### config.mk
export PLATFORM = sky130hd
export DESIGN_NAME = bltr_ctrl
export DESIGN_NICKNAME = d
export VERILOG_FILES = /design/src/hw/rtl/bltr_pkg.sv /design/src/hw/rtl/bltr_ctrl.sv
export SDC_FILE = /design/constraint.sdc
export NUM_CORES = 1
export LEC_CHECK = 0
export BUFFER_PORTS_ARGS = -buffer_cell sky130_fd_sc_hd__buf_2
export CAP_MARGIN = 10
export CORE_AREA = 8 8 45 47
export DETAILED_ROUTE_END_ITERATION = 6
export DIE_AREA = 0 0 53 55
export PLACE_DENSITY_LB_ADDON = 0.1
export SLEW_MARGIN = 20
export SYNTH_ARGS = -nofsm -noshare
export SYNTH_HDL_FRONTEND = slang
export SYNTH_SLANG_ARGS = --single-unit
### constraint.sdc
create_clock -name clk -period 1.8 [get_ports clk]
set_clock_uncertainty 0.05 [all_clocks]
set_input_delay 0.18 -clock clk [delete_from_list [all_inputs] [get_ports clk]]
set_output_delay 0.18 -clock clk [all_outputs]
set_load 0.1 [all_outputs]
### src/hw/rtl/bltr_pkg.sv
// Shared constants, codes and control types of the rectangle blit engine.
package bltr_pkg;

  localparam int SCREEN_WIDTH  = 64;
  localparam int SCREEN_HEIGHT = 64;
  localparam int PIXEL_BITS    = 16;
  localparam int STORE_SIZE    = SCREEN_WIDTH * SCREEN_HEIGHT;
  localparam int ADDR_W        = $clog2(STORE_SIZE);

  localparam int COORD_W  = 6;
  localparam int SIZE_W   = 7;
  localparam int OP_W     = 3;
  localparam int STATUS_W = 2;
  localparam int FIELD_W  = 16;

  localparam logic CMD_START = 1'b0;
  localparam logic CMD_STEP  = 1'b1;

  localparam logic [OP_W-1:0] OP_V2B  = 3'd0;
  localparam logic [OP_W-1:0] OP_B2V  = 3'd1;
  localparam logic [OP_W-1:0] OP_V2V  = 3'd2;
  localparam logic [OP_W-1:0] OP_FILL = 3'd3;

  localparam logic [STATUS_W-1:0] STATUS_OK      = 2'd0;
  localparam logic [STATUS_W-1:0] STATUS_INVALID = 2'd1;
  localparam logic [STATUS_W-1:0] STATUS_NO_BLIT = 2'd2;

  typedef struct packed {
    logic clear;
    logic accept;
    logic finish_read;
    logic out_load;
  } bltr_cmd_t;

  typedef struct packed {
    logic clear_last;
    logic need_read;
  } bltr_stat_t;

endpackage

### src/hw/rtl/bltr_ctrl.sv
// Control state machine of the rectangle blit engine.
module bltr_ctrl
  import bltr_pkg::*;
(
  input  logic       clk,
  input  logic       rst,
  input  logic       in_valid,
  output logic       in_ready,
  output logic       out_valid,
  input  logic       out_ready,
  input  bltr_stat_t stat,
  output bltr_cmd_t  cmd
);

  localparam logic [1:0] ST_CLEAR = 2'd0;
  localparam logic [1:0] ST_IDLE  = 2'd1;
  localparam logic [1:0] ST_READ  = 2'd2;
  localparam logic [1:0] ST_POST  = 2'd3;

  logic [1:0] state;
  logic [1:0] state_next;
  logic       out_valid_next;

  assign in_ready = (state == ST_IDLE);

  always_comb begin
    cmd             = '0;
    cmd.clear       = (state == ST_CLEAR);
    cmd.accept      = (state == ST_IDLE) && in_valid;
    cmd.finish_read = (state == ST_READ);
    cmd.out_load    = (state == ST_POST) && (!out_valid || out_ready);
  end

  always_comb begin
    state_next = state;
    unique case (state)
      ST_CLEAR: begin
        if (stat.clear_last) begin
          state_next = ST_IDLE;
        end
      end
      ST_IDLE: begin
        if (in_valid) begin
          state_next = stat.need_read ? ST_READ : ST_POST;
        end
      end
      ST_READ: begin
        state_next = ST_POST;
      end
      ST_POST: begin
        if (!out_valid || out_ready) begin
          state_next = ST_IDLE;
        end
      end
      default: begin
        state_next = ST_CLEAR;
      end
    endcase
  end

  always_comb begin
    out_valid_next = out_valid;
    if (cmd.out_load) begin
      out_valid_next = 1'b1;
    end else if (out_ready) begin
      out_valid_next = 1'b0;
    end
  end

  always_ff @(posedge clk) begin
    if (rst) begin
      state     <= ST_CLEAR;
      out_valid <= 1'b0;
    end else begin
      state     <= state_next;
      out_valid <= out_valid_next;
    end
  end

  a_no_accept_in_clear: assert property (@(posedge clk) disable iff (rst)
    (state == ST_CLEAR) |-> !in_ready)
    else $error("input taken during the store clearing sweep");

  a_read_follows_accept: assert property (@(posedge clk) disable iff (rst)
    (in_valid && in_ready && stat.need_read) |=> (state == ST_READ))
    else $error("read step did not enter the read state");

  a_leave_idle: assert property (@(posedge clk) disable iff (rst)
    (in_valid && in_ready) |=> (state != ST_IDLE))
    else $error("controller stayed idle after a transfer");

  a_load_when_free: assert property (@(posedge clk) disable iff (rst)
    cmd.out_load |-> (!out_valid || out_ready))
    else $error("result loaded over a waiting result");

endmodule

-- Word-level counts from Yosys, hierarchy flattened
Index checks and enable logic that the tools add are counted.
W data, S select, Z words.
- bits of input ports: 6
- register bits after elaboration: 3
- equal/unequal tests: 6
- muxes and demuxes: 7
- reduce and logical (&&, ||, !) cells: 7
- operator list (kind ; number):
    $pmux W2 S4 ; 1
    $mux W2 ; 3
    $eq A2 B2 Y1 const B ; 2
    $ne A2 B2 Y1 const B ; 2
    $mux W1 ; 3
    $reduce_and A3 Y1 ; 1
    $eq A2 B1 Y1 const B ; 1
    $logic_and A1 B1 Y1 ; 2
    $logic_not A2 Y1 ; 1
    $ne A2 B1 Y1 const B ; 1
    $reduce_bool A2 Y1 ; 1
    $logic_not A1 Y1 ; 1
    $logic_or A1 B1 Y1 ; 1

-- Longest topological paths before layout
- depth after elaboration: 4
- gate-level depth with buffers: 5

-- Worst setup path after synthesis
No wires, ideal clock.
- path type: register to output
- start: reg state[1]
- end: out cmd[2] (netlist bit)
- slack: -0.514 ns
- arrival time: 2.084 ns
- data required time: 1.570 ns
- buffers on the path: 0
- cell stages (with the launch flop): 4
- cells stage by stage: dfxtp_1 -> inv_1 -> ha_1 -> and2_1
- RTL lines (item ; line ; RTL):
    start: declaration ; bltr_ctrl.sv:20 ; logic [1:0] state;
    start signal: assignment ; bltr_ctrl.sv:75 ; state <= state_next;
    end: declaration ; bltr_ctrl.sv:12 ; output bltr_cmd_t cmd

==> impl_metrics.json <==
{
  "run_status": "completed",
  "ys_ff_latch": 3,
  "synth_warnings": 0,
  "synth_cells": 26,
  "fin_crit_sh": 0.913,
  "io_buffers": 11,
  "htree_levels": 1,
  "layout.nets": 51,
  "hpwl_um": 499,
  "relSlewSlack": 0.677,
  "path_buf_inv": 2,
  "die_area_um2": 2920,
  "tightest_slew_ns": 0.488,
  "clk_latency_ns": 0.23,
  "post_synth.cell_area_avg_um2": 8.95,
  "cp-start-kind": "flop",
  "core-area_um2": 1380,
  "cts_setup_buffers": 0,
  "postLayoutCoreUtil": 0.241,
  "start_util": 0.168,
  "cts_buffer_depth": 2,
  "setup_viol_count_final": 0,
  "grt_max_degree": 6,
  "endpoint_kind": "output port",
  "finalSetupTns_ns": 0,
  "crit_required_ns": 1.57,
  "wire_per_inst_um": 10.7,
  "grt.total_usage": 0.0480,
  "max_cap_viol_count": 0,
  "syn_area_um2": 233,
  "synth_nets": 36,
  "slew_viol_final": 0,
  "fp.dieH_um": 55,
  "wl_um": 598,
  "slowest_stage": "buf_2",
  "drive_above_1_share": 0.500,
  "grt-ovfl-total": 0,
  "path_clk_slew_ns": 0.04,
  "drtIter0Drc": 4,
  "vias_per_cell": 3.61,
  "grt_first_pass_wirelength_um": 917,
  "cts_tree": "built",
  "dr.pass1.iters": 4,
  "num_vias": 202,
  "grt_setup_unrepaired": "false",
  "drc": 0,
  "die_w_um": 53,
  "crit_chain": "inv_1 -> ha_2 -> and2_2 -> buf_2",
  "period_needed_ns": 1.64,
  "slowest_delay_ns": 0.41,
  "cts_resized": 0,
  "ctsRootBufferMaster": "clkbuf_4",
  "ys_seq_area_frac": 0.258,
  "cts_buffers": 3,
  "num_antenna_cells": 0,
  "antenna_found_initial": 0,
  "grt_pass1_vias": 221,
  "ant_nets": 0,
  "hold_slack_ns": 0.107,
  "crit_arrival_ns": 1.41,
  "critPathTopFamily": "buffers and inverters",
  "max_freq_mhz": 609,
  "path_class": "flop to output port",
  "clkSinkCount": 3,
  "cp_max_fo": 4,
  "hold_buffers": 0,
  "area_growth_pct": 43.5,
  "synthDistinctLibCells": 13,
  "min_path_type": "input pin to flop",
  "hold_viol_final": 0,
  "placementRows": 14,
  "place_congestion": 0.837,
  "pin_count": 12
}
[final cells by class]
type	count	area, um2
tap	16	20.0
inverter	5	18.8
clock buffer	4	26.3
multi-input combinational	17	153
timing repair buffer	11	55.1
fill	165	1050
sequential	3	61.3
[path summary, 6_finish.rpt]
check / start / endpoint / slack, ns / depth (start not counted)
setup reg to reg: state[0]$_SDFFE_PP0P_ / state[0]$_SDFFE_PP0P_ / 0.16 / 4
setup / recovery: state[1]$_SDFFE_PP0P_ / cmd[2] / 0.16 / 4
hold reg to reg: state[1]$_SDFFE_PP0P_ / state[1]$_SDFFE_PP0P_ / 0.50 / 2
hold / removal: rst / out_valid$_SDFFE_PP0P_ / 0.11 / 2
[layer usage]
metal,wire (um),up-vias,global-route usage
li1,-,108,-
met1,259,86,0.0439
met2,259,8,0.0625
met3,79,0,0.0481
met4,0,0,0.0388
met5,0,-,0
[cells by family (layout without fill, tap and decap cells)]
group / after synthesis / count (layout) / share of synthesized area
AND/OR/NAND/NOR: 9 / 9 / 0.253
buffers and inverters: 6 / 20 / 0.113
adder cells (fa/ha/maj): 4 / 4 / 0.215
flip-flops: 3 / 3 / 0.258
AO/OA/AOI/OAI: 2 / 2 / 0.0699
multiplexers: 2 / 2 / 0.0914
[cell usage after synthesis (all sizes together)]
cell type  n  area share
a31oi      1       0.027
mux2       1       0.048
mux2i      1       0.043
and2b      1       0.038
buf        1       0.032
and2       1       0.027
a222oi     1       0.043
inv        5       0.081
nor2       3       0.048
nand2b     3       0.081
nor2b      1       0.059
dfxtp      3        0.26
ha         4        0.22
[cell usage in the layout (no fill, tap or decap)]
cell and n:
ha_1 2, ha_2 2, mux2_1 1, mux2i_1 1, and2b_2 1, and2_2 1
dfxtp_2 1, dfxtp_1 2, a222oi_1 1, nor2b_4 1, clkbuf_4 3, buf_2 11
inv_1 5, clkbuf_1 1, nor2_1 3, nand2b_1 3, a31oi_1 1
[worst register-to-register path, stage by stage (launching register included)]
cell	delay, ns
dfxtp_1	0.36
inv_1	0.09
ha_2	0.20
a222oi_1	0.45
mux2_1	0.36
[flip-flops by register name (all words and copies together), names as in the netlist]
signal / flops
state: 2
out_valid: 1
[stage by stage]
step	setup WS (ns)	instances	instance area, um2
detailed placement	0.163	52	308
global route	0.0554	56	334
CTS	0.131	56	334
finish	0.157	56	334
floorplan	0.00705	26	240
global placement	0.212	52	308
Power is not shown: default switching activity piles up to over one toggle a cycle in this logic, so the estimate is an artifact.
